==> config.mk <==
export PLATFORM = sky130hd
export DESIGN_NAME = imu_offset_auto_calibrator
export DESIGN_NICKNAME = d
export VERILOG_FILES = /design/src/rtl/imuoac_pkg.sv /design/src/rtl/imu_offset_auto_calibrator.sv
export VERILOG_INCLUDE_DIRS = /design/src /design/src/rtl
export SDC_FILE = /design/constraint.sdc
export NUM_CORES = 1
export LEC_CHECK = 0
export ABC_CLOCK_PERIOD_IN_PS = 21700
export BUFFER_PORTS_ARGS = -buffer_cell sky130_fd_sc_hd__buf_2
export CAP_MARGIN = 20
export CORE_MARGIN = 2
export CORE_UTILIZATION = 40
export CTS_CLUSTER_DIAMETER = 60
export DETAILED_ROUTE_END_ITERATION = 10
export GPL_TIMING_DRIVEN = 1
export PLACE_DENSITY = 0.67
export SLEW_MARGIN = 0
export SYNTH_ARGS = -nofsm -noshare
export SYNTH_HDL_FRONTEND = slang
export SYNTH_SLANG_ARGS = --single-unit
==> constraint.sdc <==
create_clock -name clk -period 21.7 [get_ports clk]
set_clock_uncertainty 0.05 [all_clocks]
set_input_delay 2.17 -clock clk [delete_from_list [all_inputs] [get_ports clk]]
set_output_delay 2.17 -clock clk [all_outputs]
set_load 0.1 [all_outputs]
==> src/rtl/imu_offset_auto_calibrator_defines.svh <==
// assertion macros for the imu offset calibrator
`ifndef IMU_OFFSET_AUTO_CALIBRATOR_DEFINES_SVH
`define IMU_OFFSET_AUTO_CALIBRATOR_DEFINES_SVH

// same-cycle implication
`define IMUOAC_ASSERT_NOW(label, a, b, msg) \
    label: assert property (@(posedge clk) disable iff (!rst_n) (a) |-> (b)) else $error(msg);

// next-cycle implication
`define IMUOAC_ASSERT_NEXT(label, a, b, msg) \
    label: assert property (@(posedge clk) disable iff (!rst_n) (a) |=> (b)) else $error(msg);

`endif

==> src/rtl/imuoac_pkg.sv <==
// shared constants and helpers for the imu offset calibrator
package imuoac_pkg;
    localparam int AXES       = 6;
    localparam int SUM_WIDTH  = 33;
    localparam int IDX_WIDTH  = 17;
    localparam int AXIS_WIDTH = 3;
    localparam int STEP_WIDTH = 6;

    localparam logic signed [17:0] ONE_G = 18'sd16384;

    localparam logic [7:0] REG_WINDOW_LENGTH = 8'd0;
    localparam logic [7:0] REG_SETTLE_COUNT  = 8'd1;
    localparam logic [7:0] REG_ACCEL_DZ      = 8'd2;
    localparam logic [7:0] REG_GYRO_DZ       = 8'd3;

    localparam logic [1:0] PH_IDLE   = 2'd0;
    localparam logic [1:0] PH_SEED   = 2'd1;
    localparam logic [1:0] PH_REFINE = 2'd2;
    localparam logic [1:0] PH_FINAL  = 2'd3;

    function automatic logic signed [15:0] sat16(input logic signed [17:0] v);
        logic signed [15:0] r;
        if (v > 18'sd32767)
            r = 16'sh7fff;
        else if (v < -18'sd32768)
            r = 16'sh8000;
        else
            r = v[15:0];
        return r;
    endfunction
endpackage

==> src/rtl/imu_offset_auto_calibrator.sv <==
// imu offset calibrator top level
//
// Usage: one six-axis raw sample enters on the input channel (in_valid,
// in_stall) and exactly one result leaves on the output channel
// (out_valid, out_stall) carrying the six offsets, the phase and the
// offsets_written and calibration_done flags after that item.
// An item in idle phase is answered straight from the idle state;
// an item inside a window steps through the six axes, one 33-bit
// accumulate per axis, before its result shows. An item that closes
// a window runs, per axis, a bit-serial 33-step divide of its sum by
// the window length and, when refining an axis outside its deadzone,
// a second 33-step divide by the deadzone divisor, all through one
// shared shift-register divider. One item is worked on at a time; the
// next is taken when its result is taken or at the same edge.
// Reset sets the registers to their defaults, clears sums, offsets,
// phase and window position; no clearing pass is needed.
// While the receiver stalls, the result holds and in_stall stays high.
// Configuration is written through cfg_we, cfg_index, cfg_data while idle.
module imu_offset_auto_calibrator
    import imuoac_pkg::*;
(
    input  logic               clk,
    input  logic               rst_n,
    input  logic               cfg_we,
    input  logic [7:0]         cfg_index,
    input  logic [15:0]        cfg_data,
    input  logic               in_valid,
    output logic               in_stall,
    input  logic signed [15:0] accel_x,
    input  logic signed [15:0] accel_y,
    input  logic signed [15:0] accel_z,
    input  logic signed [15:0] gyro_x,
    input  logic signed [15:0] gyro_y,
    input  logic signed [15:0] gyro_z,
    output logic               out_valid,
    input  logic               out_stall,
    output logic signed [15:0] offset_accel_x,
    output logic signed [15:0] offset_accel_y,
    output logic signed [15:0] offset_accel_z,
    output logic signed [15:0] offset_gyro_x,
    output logic signed [15:0] offset_gyro_y,
    output logic signed [15:0] offset_gyro_z,
    output logic [1:0]         phase,
    output logic               offsets_written,
    output logic               calibration_done
);

`include "imu_offset_auto_calibrator_defines.svh"

    localparam logic [2:0] S_IDLE = 3'd0;
    localparam logic [2:0] S_ACC  = 3'd1;
    localparam logic [2:0] S_DIV  = 3'd2;
    localparam logic [2:0] S_MEAN = 3'd3;
    localparam logic [2:0] S_CORR = 3'd4;
    localparam logic [2:0] S_QUOT = 3'd5;
    localparam logic [2:0] S_UPD  = 3'd6;
    localparam logic [2:0] S_NEXT = 3'd7;

    localparam logic [AXIS_WIDTH-1:0] LAST_AXIS = AXIS_WIDTH'(AXES - 1);
    localparam logic [AXIS_WIDTH-1:0] AZ_AXIS   = AXIS_WIDTH'(2);
    localparam logic [STEP_WIDTH-1:0] LAST_STEP = STEP_WIDTH'(SUM_WIDTH - 1);

    logic [15:0] wl_reg;
    logic [7:0]  settle_reg;
    logic [7:0]  adz_reg;
    logic [7:0]  gdz_reg;

    logic [2:0]                 state_reg;
    logic [1:0]                 phase_reg;
    logic                       out_valid_reg;
    logic                       written_reg;
    logic                       done_reg;
    logic [IDX_WIDTH-1:0]       idx_reg;
    logic [IDX_WIDTH-1:0]       idx_w_reg;
    logic [AXIS_WIDTH-1:0]      axis_reg;
    logic [2:0]                 ready_reg;
    logic                       e_neg_reg;
    logic [STEP_WIDTH-1:0]      step_reg;
    logic [15:0]                rem_reg;
    logic [SUM_WIDTH-1:0]       dq_reg;
    logic [15:0]                dvsr_reg;
    logic signed [15:0]         samp_reg [AXES];
    logic [SUM_WIDTH-1:0]       sum_reg  [AXES];
    logic signed [15:0]         off_reg  [AXES];

    logic                  accept;
    logic [IDX_WIDTH-1:0]  lim;
    logic                  in_win;
    logic [SUM_WIDTH-1:0]  cur_sum;
    logic                  sum_neg;
    logic [SUM_WIDTH-1:0]  sum_mag;
    logic [16:0]           rem_sh;
    logic                  div_ge;
    logic [16:0]           rem_sub;
    logic [SUM_WIDTH-1:0]  q_signed;
    logic signed [15:0]    mean;
    logic signed [17:0]    mean_x;
    logic signed [17:0]    seed_v;
    logic [17:0]           seed_mag;
    logic [17:0]           seed_sh;
    logic signed [17:0]    seed_off;
    logic signed [17:0]    err;
    logic [17:0]           err_mag;
    logic                  is_accel;
    logic [7:0]            dz;
    logic                  axis_ready;
    logic [15:0]           corr_dvsr;
    logic signed [17:0]    qe;
    logic signed [17:0]    upd_v;

    assign accept   = in_valid && !in_stall;
    assign in_stall = (state_reg != S_IDLE) || (out_valid_reg && out_stall);

    assign lim    = IDX_WIDTH'({1'b0, wl_reg}) + IDX_WIDTH'(settle_reg);
    assign in_win = (idx_w_reg >= IDX_WIDTH'(settle_reg)) && (idx_w_reg < lim);

    assign cur_sum = sum_reg[axis_reg];
    assign sum_neg = cur_sum[SUM_WIDTH-1];
    assign sum_mag = sum_neg ? (~cur_sum + 1'b1) : cur_sum;

    // one restoring divide step
    assign rem_sh  = {rem_reg, dq_reg[SUM_WIDTH-1]};
    assign div_ge  = rem_sh >= {1'b0, dvsr_reg};
    assign rem_sub = rem_sh - {1'b0, dvsr_reg};

    assign q_signed = sum_neg ? (~dq_reg + 1'b1) : dq_reg;
    assign mean     = (wl_reg == 16'd0) ? 16'sd0 : $signed(q_signed[15:0]);
    assign mean_x   = 18'(mean);

    assign is_accel = axis_reg <= AZ_AXIS;

    // seeding: -mean/8 or (1g-mean)/8 for accel, -mean/4 for gyro
    assign seed_v   = (axis_reg == AZ_AXIS) ? (ONE_G - mean_x) : -mean_x;
    assign seed_mag = seed_v[17] ? 18'(-seed_v) : 18'(seed_v);
    assign seed_sh  = is_accel ? (seed_mag >> 3) : (seed_mag >> 2);
    assign seed_off = seed_v[17] ? -$signed(seed_sh) : $signed(seed_sh);

    // refining
    assign err        = (axis_reg == AZ_AXIS) ? (ONE_G - mean_x) : mean_x;
    assign err_mag    = err[17] ? 18'(-err) : 18'(err);
    assign dz         = is_accel ? adz_reg : gdz_reg;
    assign axis_ready = err_mag <= {10'd0, dz};
    assign corr_dvsr  = is_accel ? ((adz_reg == 8'd0) ? 16'd1 : {8'd0, adz_reg})
                                 : (16'({8'd0, gdz_reg}) + 16'd1);

    assign qe    = e_neg_reg ? -$signed(dq_reg[17:0]) : $signed(dq_reg[17:0]);
    assign upd_v = (axis_reg == AZ_AXIS) ? (18'(off_reg[axis_reg]) + qe)
                                         : (18'(off_reg[axis_reg]) - qe);

    always_ff @(posedge clk or negedge rst_n)
    begin
        if (!rst_n)
        begin
            wl_reg        <= 16'd1000;
            settle_reg    <= 8'd100;
            adz_reg       <= 8'd8;
            gdz_reg       <= 8'd1;
            state_reg     <= S_IDLE;
            phase_reg     <= PH_IDLE;
            out_valid_reg <= 1'b0;
            written_reg   <= 1'b0;
            done_reg      <= 1'b0;
            idx_reg       <= '0;
            idx_w_reg     <= '0;
            axis_reg      <= '0;
            ready_reg     <= '0;
            step_reg      <= '0;
            for (int i = 0; i < AXES; i++)
            begin
                sum_reg[i] <= '0;
                off_reg[i] <= '0;
            end
        end
        else
        begin
            if (cfg_we)
            begin
                case (cfg_index)
                    REG_WINDOW_LENGTH: wl_reg     <= cfg_data;
                    REG_SETTLE_COUNT:  settle_reg <= cfg_data[7:0];
                    REG_ACCEL_DZ:      adz_reg    <= cfg_data[7:0];
                    REG_GYRO_DZ:       gdz_reg    <= cfg_data[7:0];
                    default: ;
                endcase
            end

            if (out_valid_reg && !out_stall)
                out_valid_reg <= 1'b0;

            case (state_reg)
                S_IDLE:
                begin
                    if (accept)
                    begin
                        samp_reg[0] <= accel_x;
                        samp_reg[1] <= accel_y;
                        samp_reg[2] <= accel_z;
                        samp_reg[3] <= gyro_x;
                        samp_reg[4] <= gyro_y;
                        samp_reg[5] <= gyro_z;
                        done_reg    <= 1'b0;
                        axis_reg    <= '0;
                        ready_reg   <= '0;
                        idx_w_reg   <= idx_reg;
                        if (phase_reg == PH_IDLE)
                        begin
                            for (int i = 0; i < AXES; i++)
                                off_reg[i] <= '0;
                            written_reg   <= 1'b1;
                            phase_reg     <= PH_SEED;
                            out_valid_reg <= 1'b1;
                        end
                        else
                        begin
                            written_reg <= 1'b0;
                            state_reg   <= (idx_reg == lim) ? S_DIV : S_ACC;
                        end
                    end
                end
                S_ACC:
                begin
                    if (in_win)
                        sum_reg[axis_reg] <= cur_sum + SUM_WIDTH'(samp_reg[axis_reg]);
                    if (axis_reg == LAST_AXIS)
                    begin
                        idx_reg       <= idx_w_reg + 1'b1;
                        out_valid_reg <= 1'b1;
                        state_reg     <= S_IDLE;
                    end
                    else
                        axis_reg <= axis_reg + 1'b1;
                end
                S_DIV:
                begin
                    dq_reg    <= sum_mag;
                    rem_reg   <= '0;
                    dvsr_reg  <= wl_reg;
                    step_reg  <= '0;
                    state_reg <= S_MEAN;
                end
                S_MEAN, S_QUOT:
                begin
                    rem_reg  <= div_ge ? rem_sub[15:0] : rem_sh[15:0];
                    dq_reg   <= {dq_reg[SUM_WIDTH-2:0], div_ge};
                    step_reg <= step_reg + 1'b1;
                    if (step_reg == LAST_STEP)
                        state_reg <= (state_reg == S_MEAN) ? S_CORR : S_UPD;
                end
                S_CORR:
                begin
                    sum_reg[axis_reg] <= '0;
                    state_reg         <= S_NEXT;
                    if (phase_reg == PH_SEED)
                        off_reg[axis_reg] <= sat16(seed_off);
                    else if (phase_reg == PH_REFINE)
                    begin
                        if (axis_ready)
                            ready_reg <= ready_reg + 1'b1;
                        else
                        begin
                            e_neg_reg <= err[17];
                            dq_reg    <= SUM_WIDTH'(err_mag);
                            rem_reg   <= '0;
                            dvsr_reg  <= corr_dvsr;
                            step_reg  <= '0;
                            state_reg <= S_QUOT;
                        end
                    end
                end
                S_UPD:
                begin
                    off_reg[axis_reg] <= sat16(upd_v);
                    state_reg         <= S_NEXT;
                end
                S_NEXT:
                begin
                    if (axis_reg == LAST_AXIS)
                    begin
                        case (phase_reg)
                            PH_SEED:
                            begin
                                written_reg <= 1'b1;
                                phase_reg   <= PH_REFINE;
                            end
                            PH_REFINE:
                            begin
                                written_reg <= 1'b1;
                                if (ready_reg == 3'(AXES))
                                    phase_reg <= PH_FINAL;
                            end
                            default:
                            begin
                                done_reg  <= 1'b1;
                                phase_reg <= PH_IDLE;
                            end
                        endcase
                        idx_w_reg <= '0;
                        axis_reg  <= '0;
                        state_reg <= S_ACC;
                    end
                    else
                    begin
                        axis_reg  <= axis_reg + 1'b1;
                        state_reg <= S_DIV;
                    end
                end
                default: state_reg <= S_IDLE;
            endcase
        end
    end

    assign out_valid        = out_valid_reg;
    assign offset_accel_x   = off_reg[0];
    assign offset_accel_y   = off_reg[1];
    assign offset_accel_z   = off_reg[2];
    assign offset_gyro_x    = off_reg[3];
    assign offset_gyro_y    = off_reg[4];
    assign offset_gyro_z    = off_reg[5];
    assign phase            = phase_reg;
    assign offsets_written  = written_reg;
    assign calibration_done = done_reg;

    `IMUOAC_ASSERT_NOW(a_done_idle, out_valid && calibration_done, phase == PH_IDLE, "done outside idle phase")
    `IMUOAC_ASSERT_NOW(a_done_nowrite, out_valid && calibration_done, !offsets_written, "done with offsets written")
    `IMUOAC_ASSERT_NOW(a_busy_noout, state_reg != S_IDLE, !out_valid_reg, "result shown while busy")
    `IMUOAC_ASSERT_NEXT(a_hold, out_valid && out_stall, out_valid && $stable(phase), "stalled result changed")

endmodule

# Yosys cells after proc, flatten, opt, wreduce, memory -nomap -nowiden
# Memory sizes are Yosys's and may differ from the RTL's.
# Cells that the tools add are included.
# W data, S select, Z words.
# totals
register_bits,454
latch_bits,0
ramBits,96
mem_bits_ro,0
in_bits,125
out_inout_bits,102
elab_cells,244
mem_count,1
# op_classes
addsub,18
mul,0
div,0
n_lt_le_gt_ge,11
n_eq_ne,33
shift,0
mux,102
bitwise_logic,7
reduce_logical,42
# mem_list
memory,words,width,read_ports,rd_clocked_by_memory_dff,wr,line,rtl
samp_reg,6,16,1,0,6,imu_offset_auto_calibrator.sv:82,logic signed [15:0] samp_reg [AXES];
# op_table
cell,n
$pmux W198 S2,1
$mux W16,20
$mux W96,3
$pmux W96 S3,1
$mux W33,7
$and A198 B198 Y198,1
$bwmux W198,1
$mux W198,1
$not A198 Y198,1
$bwmux W96,2
$mux W18,7
$bmux W33 S3,1
$demux W33 S3,1
$pmux W33 S3,1
$neg A18 Y18,3
$bmux W16 S3,1
$demux W16 S3,1
$pmux W16 S3,1
$gt A18 B16 Y1 const B,2
$lt A18 B16 Y1 const B,2
$neg A16 Y18,2
$mux W17,2
$pmux W17 S2,1
$add A33 B1 Y33 const B,1
other kinds (60),149

# Depth between registers and ports, before layout
# depth
depth_word,21
depth_mapped,35
mapped_depth_nobuf,30

# Worst setup path before layout
# OpenSTA, ideal clock, no wires.
# synth_timing
path_kind,register to register
start,register wl_reg[1]
end,register dq_reg[0] (enable)
setup_time_ns,0.456
t_arrival_ns,7.834
required_ns,21.194
slack_ns,13.361
path_stages_with_launch,34
n_path_buf,6
period_less_slack_ns,8.339
path_cell_list,dfrtp_1 -> nor4_1 -> and4_1 -> clkbuf_1 -> buf_2 -> buf_1 -> buf_1 -> or2_2 -> ha_1 -> clkbuf_1 -> o41ai_1 -> a31oi_1 -> o21ai_1 -> o31ai_4 -> o21a_1 -> inv_1 -> clkbuf_1 -> nand2_1 -> o21ai_0 -> ha_1 -> nor2b_1 -> o21a_1 -> o21a_1 -> o21a_1 -> o21ai_0 -> nand2b_1 -> a21oi_1 -> nor2b_1 -> o22ai_1 -> nand4_1 -> nor3_1 -> o31ai_1 -> nor2_1 -> nor2_1
# synth_between
elab_chain_len,9
# synth_rtl
element,line,rtl
start: declaration,imu_offset_auto_calibrator.sv:63,logic [15:0] wl_reg;
start signal: assignment,imu_offset_auto_calibrator.sv:179,REG_WINDOW_LENGTH: wl_reg <= cfg_data;
$logic_not A16 Y1 *,imu_offset_auto_calibrator.sv:127,assign mean = (wl_reg == 16'd0) ? 16'sd0 : $signed(q_signed[15:0]);
$mux W16 *,imu_offset_auto_calibrator.sv:127,
$sub A16 B16 Y17,imu_offset_auto_calibrator.sv:139,assign err = (axis_reg == AZ_AXIS) ? (ONE_G - mean_x) : mean_x;
$mux W18 *,imu_offset_auto_calibrator.sv:139,
net err[16],imu_offset_auto_calibrator.sv:102,logic signed [17:0] err;
$neg A18 Y18,imu_offset_auto_calibrator.sv:140,assign err_mag = err[17] ? 18'(-err) : 18'(err);
$mux W18 *,imu_offset_auto_calibrator.sv:140,
$le A18 B8 Y1 *,imu_offset_auto_calibrator.sv:142,"assign axis_ready = err_mag <= {10'd0, dz};"
$ne A2 B2 Y1 (no source line) *,-,
$reduce_and A5 Y1 (no source line) *,-,
end signal: assignment,imu_offset_auto_calibrator.sv:235,dq_reg <= sum_mag;
end signal: assignment,imu_offset_auto_calibrator.sv:244,"dq_reg <= {dq_reg[SUM_WIDTH-2:0], div_ge};"
end signal: assignment,imu_offset_auto_calibrator.sv:262,dq_reg <= SUM_WIDTH'(err_mag);
end: declaration,imu_offset_auto_calibrator.sv:80,logic [SUM_WIDTH-1:0] dq_reg;
# Mark *: on every way through the listed nets, which the timed path passes. The rest lies on a longest branch.
# A chain may end at the register's enable or synchronous reset.

# Final worst setup path
# layout_timing
start,register axis_reg[0]
end,register dq_reg[25] (enable)
# layout_between
elab_chain_len,13
elab_cells_between_ends,16
# layout_rtl
element,line,rtl
start: declaration,imu_offset_auto_calibrator.sv:75,logic [AXIS_WIDTH-1:0] axis_reg;
start signal: assignment,imu_offset_auto_calibrator.sv:231,axis_reg <= axis_reg + 1'b1;
start signal: assignment,imu_offset_auto_calibrator.sv:303,axis_reg <= axis_reg + 1'b1;
$not A3 Y4 (implied by the code),imu_offset_auto_calibrator.sv:117,assign cur_sum = sum_reg[axis_reg];
$bmux W33 S3,imu_offset_auto_calibrator.sv:117,
$mux W33 (implied by the code) (2 in a row),imu_offset_auto_calibrator.sv:117,
$mux W16,imu_offset_auto_calibrator.sv:126,assign q_signed = sum_neg ? (~dq_reg + 1'b1) : dq_reg;
$mux W16,imu_offset_auto_calibrator.sv:127,
$sub A16 B16 Y17,imu_offset_auto_calibrator.sv:139,
$mux W18,imu_offset_auto_calibrator.sv:139,
$neg A18 Y18,imu_offset_auto_calibrator.sv:140,
$mux W18,imu_offset_auto_calibrator.sv:140,
$le A18 B8 Y1 *,imu_offset_auto_calibrator.sv:142,
$ne A2 B2 Y1 (no source line) *,-,
$reduce_and A5 Y1 (no source line) *,-,
# Mark *: on every way between the ends. The rest lies on a longest branch, timed or not. The select of a mux whose other input is x is not followed.

==> metrics.txt <==
post-CTS setup buffer count 0; GRT overflow 0; met2 usage 0.398; RSZ-0062 raised after global routing false; Critical Path AT 9.35 ns; post-synth top area share 0.282; Mapped Cells 3613; Synth area leader dfrtp_1; GRT Max-Usage Layer met2; die area 85900 um^2; H-tree levels 2; final setup fails 0; Ant. Diodes 0; wire per inst 21.7 um; die width 293 um; fillers 7833; number of flops mapped to enable cells by yosys 162; CTS tree yes; fmax 109 MHz; CTS Buf Count 61; clock buffer depth 3; Cell Area, Synth 33400 um^2; initial antenna violation count 0; Rel. slew slack 0.210; slew at the pin with the worst max-slew slack 1.18 ns; Yosys reg bits 550; worst hold path type flop to flop; most frequent CP cell o21a_1; synthesis-to-finish area growth 13.3%; largest net degree at the start of global routing 162; initial DRC count 2849; Hold Violations, Final 0; vias 29220; CP Data Required Time 21.92 ns; Buffers & Inverters on Critical Path 4; layout cell share with drive strength beyond 1 0.146; first-pass GRT wire length 163000 um; sequential share of the synthesized area 0.436; Area contributors post-synth dfrtp_1 (28%), edfxtp_1 (15%), nand2_1 (5.9%); CP max stage cell dfrtp_2; Die Height 293 um; core area 83200 um^2; most common cell after layout, fill and taps aside nand2_1; max reg flops 198; io pins 227; net count reported at finish 4010; clock-pin slew on the worst setup and hold paths 0.06 ns; Crit path max-delay family compound AO/OA/AOI/OAI gates; met1 usage 0.329; worst skew pair latency 0.65 ns; max cap viols 0; first-pass detailed-route iteration total 6; GRT met3 Usage 0.0278; most frequent cells in the layout nand2_1 (525), o21ai_0 (390), dfrtp_1 (374), buf_2 (225), nor2_1 (215); Post-route DRC 0; critical path type flop to flop; final period utilization 0.421; Post-Route WL 106000 um; GP Congestion 0.999; Final WS setup 12.57 ns; post-cts resize count 0; Starting Density 0.402; max incr delay on CP 0.87 ns; std cell rows 106; Slew Viols, Final 0; ys async rst share 0.705; Synth Warn # 0; Max FO, Critical Path 33; Syn Area/Cell 9.26 um^2; Port Buffers 226; number of global-route vias before repair 27525; GRT Resource Usage Total 0.241; WHS 0.429 ns; post-synthesis cell type count 98; Final HPWL DP 74100 um; DR vias/cell 5.97; startpoint types flop; Final Critical Period 9.13 ns; ys flop type dfrtp_1; Hold-fix buffers, CTS 0; clk sinks 550; Fin Setup TNS 0 ns; syn nets 3864; status complete, no violations; post-place setup slack 12.78 ns; CTS root buf clkbuf_16; crit end category flop; Post-DRT Antenna Nets 0
## cells in the mapped netlist, drive strengths merged (14+ instances only)
master and count:
nand2 527, o21ai 414, dfrtp 377, nor2 221
a21oi 164, edfxtp 162, clkbuf 151, xnor2 147
ha 122, nand3 109, a22oi 106, xor2 94
inv 84, mux2i 61, nor3 60, a22o 57
buf 54, mux2 51, a21o 48, o221ai 47
or3 29, nor2b 28, a221oi 27, and3 27
nand2b 27, o22ai 27, and2 26, nand4 26
a31oi 25, o31ai 24, nor4 22, a211oi 21
o21a 17, o211ai 15, or2 15, a21boi 14
## path summary, 6_finish.rpt
kind	to	from	slack, ns	cells past startpoint
worst min-delay path	sum_reg[72]$_DFFE_PN0P_	sum_reg[72]$_DFFE_PN0P_	0.43	2
worst min register to register	sum_reg[72]$_DFFE_PN0P_	sum_reg[72]$_DFFE_PN0P_	0.43	2
worst max register to register	dq_reg[25]$_DFFE_PP_	axis_reg[0]$_DFFE_PN0P_	12.57	32
max in group asynchronous	offset_gyro_x[7]$_DFFE_PN0P_	rst_n	18.15	3
min in group asynchronous	gdz_reg[2]$_DFFE_PN0P_	rst_n	1.38	1
worst max-delay path	dq_reg[25]$_DFFE_PP_	axis_reg[0]$_DFFE_PN0P_	12.57	32
## stage by stage
step                      instance area [um^2]  std cells   util
final                                    37900       4892  0.456
after global routing                     37900       4892  0.456
after CTS                                37900       4888  0.455
after detailed placement                 35700       4772  0.430
after global placement                   35700       4772  0.430
after floorplan                          33400       3613      -
## area by class of cell
class                           count  area [um^2]  area share
Clock buffer                       78         1700      0.0449
Clock inverter                     38          424      0.0112
Inverter                           85          319     0.00842
Multi-Input combinational cell   2773        17900       0.472
Sequential cell                   550        14600       0.385
Tap cell                         1080         1350      0.0357
Timing Repair Buffer              288         1620      0.0427
## tightest hold or removal path, delay by kind of cell, from the launching register on
kind,cells,cell delay (ns)
AOI/OAI and AO/OA,1,0.06
DFF,1,0.34
and+or+nand+nor,1,0.05
## logic make-up after synthesis
logic type	Yosys count	synth area share
XOR/XNOR	241	0.0633
multiplexers	112	0.0354
buffers and inverters	290	0.0335
adder cells (fa/ha/maj)	126	0.0480
AO/OA/AOI/OAI	1133	0.223
flip-flops	550	0.436
AND/OR/NAND/NOR	1161	0.160
## layer usage
metal	wire (um)	up-vias
met3	7200	207
met2	49900	1252
met1	45100	14180
li1	-	13581
met4	3740	0
met5	0	-
Power is not shown: default switching activity piles up to over one toggle a cycle in this logic, so the estimate is an artifact.
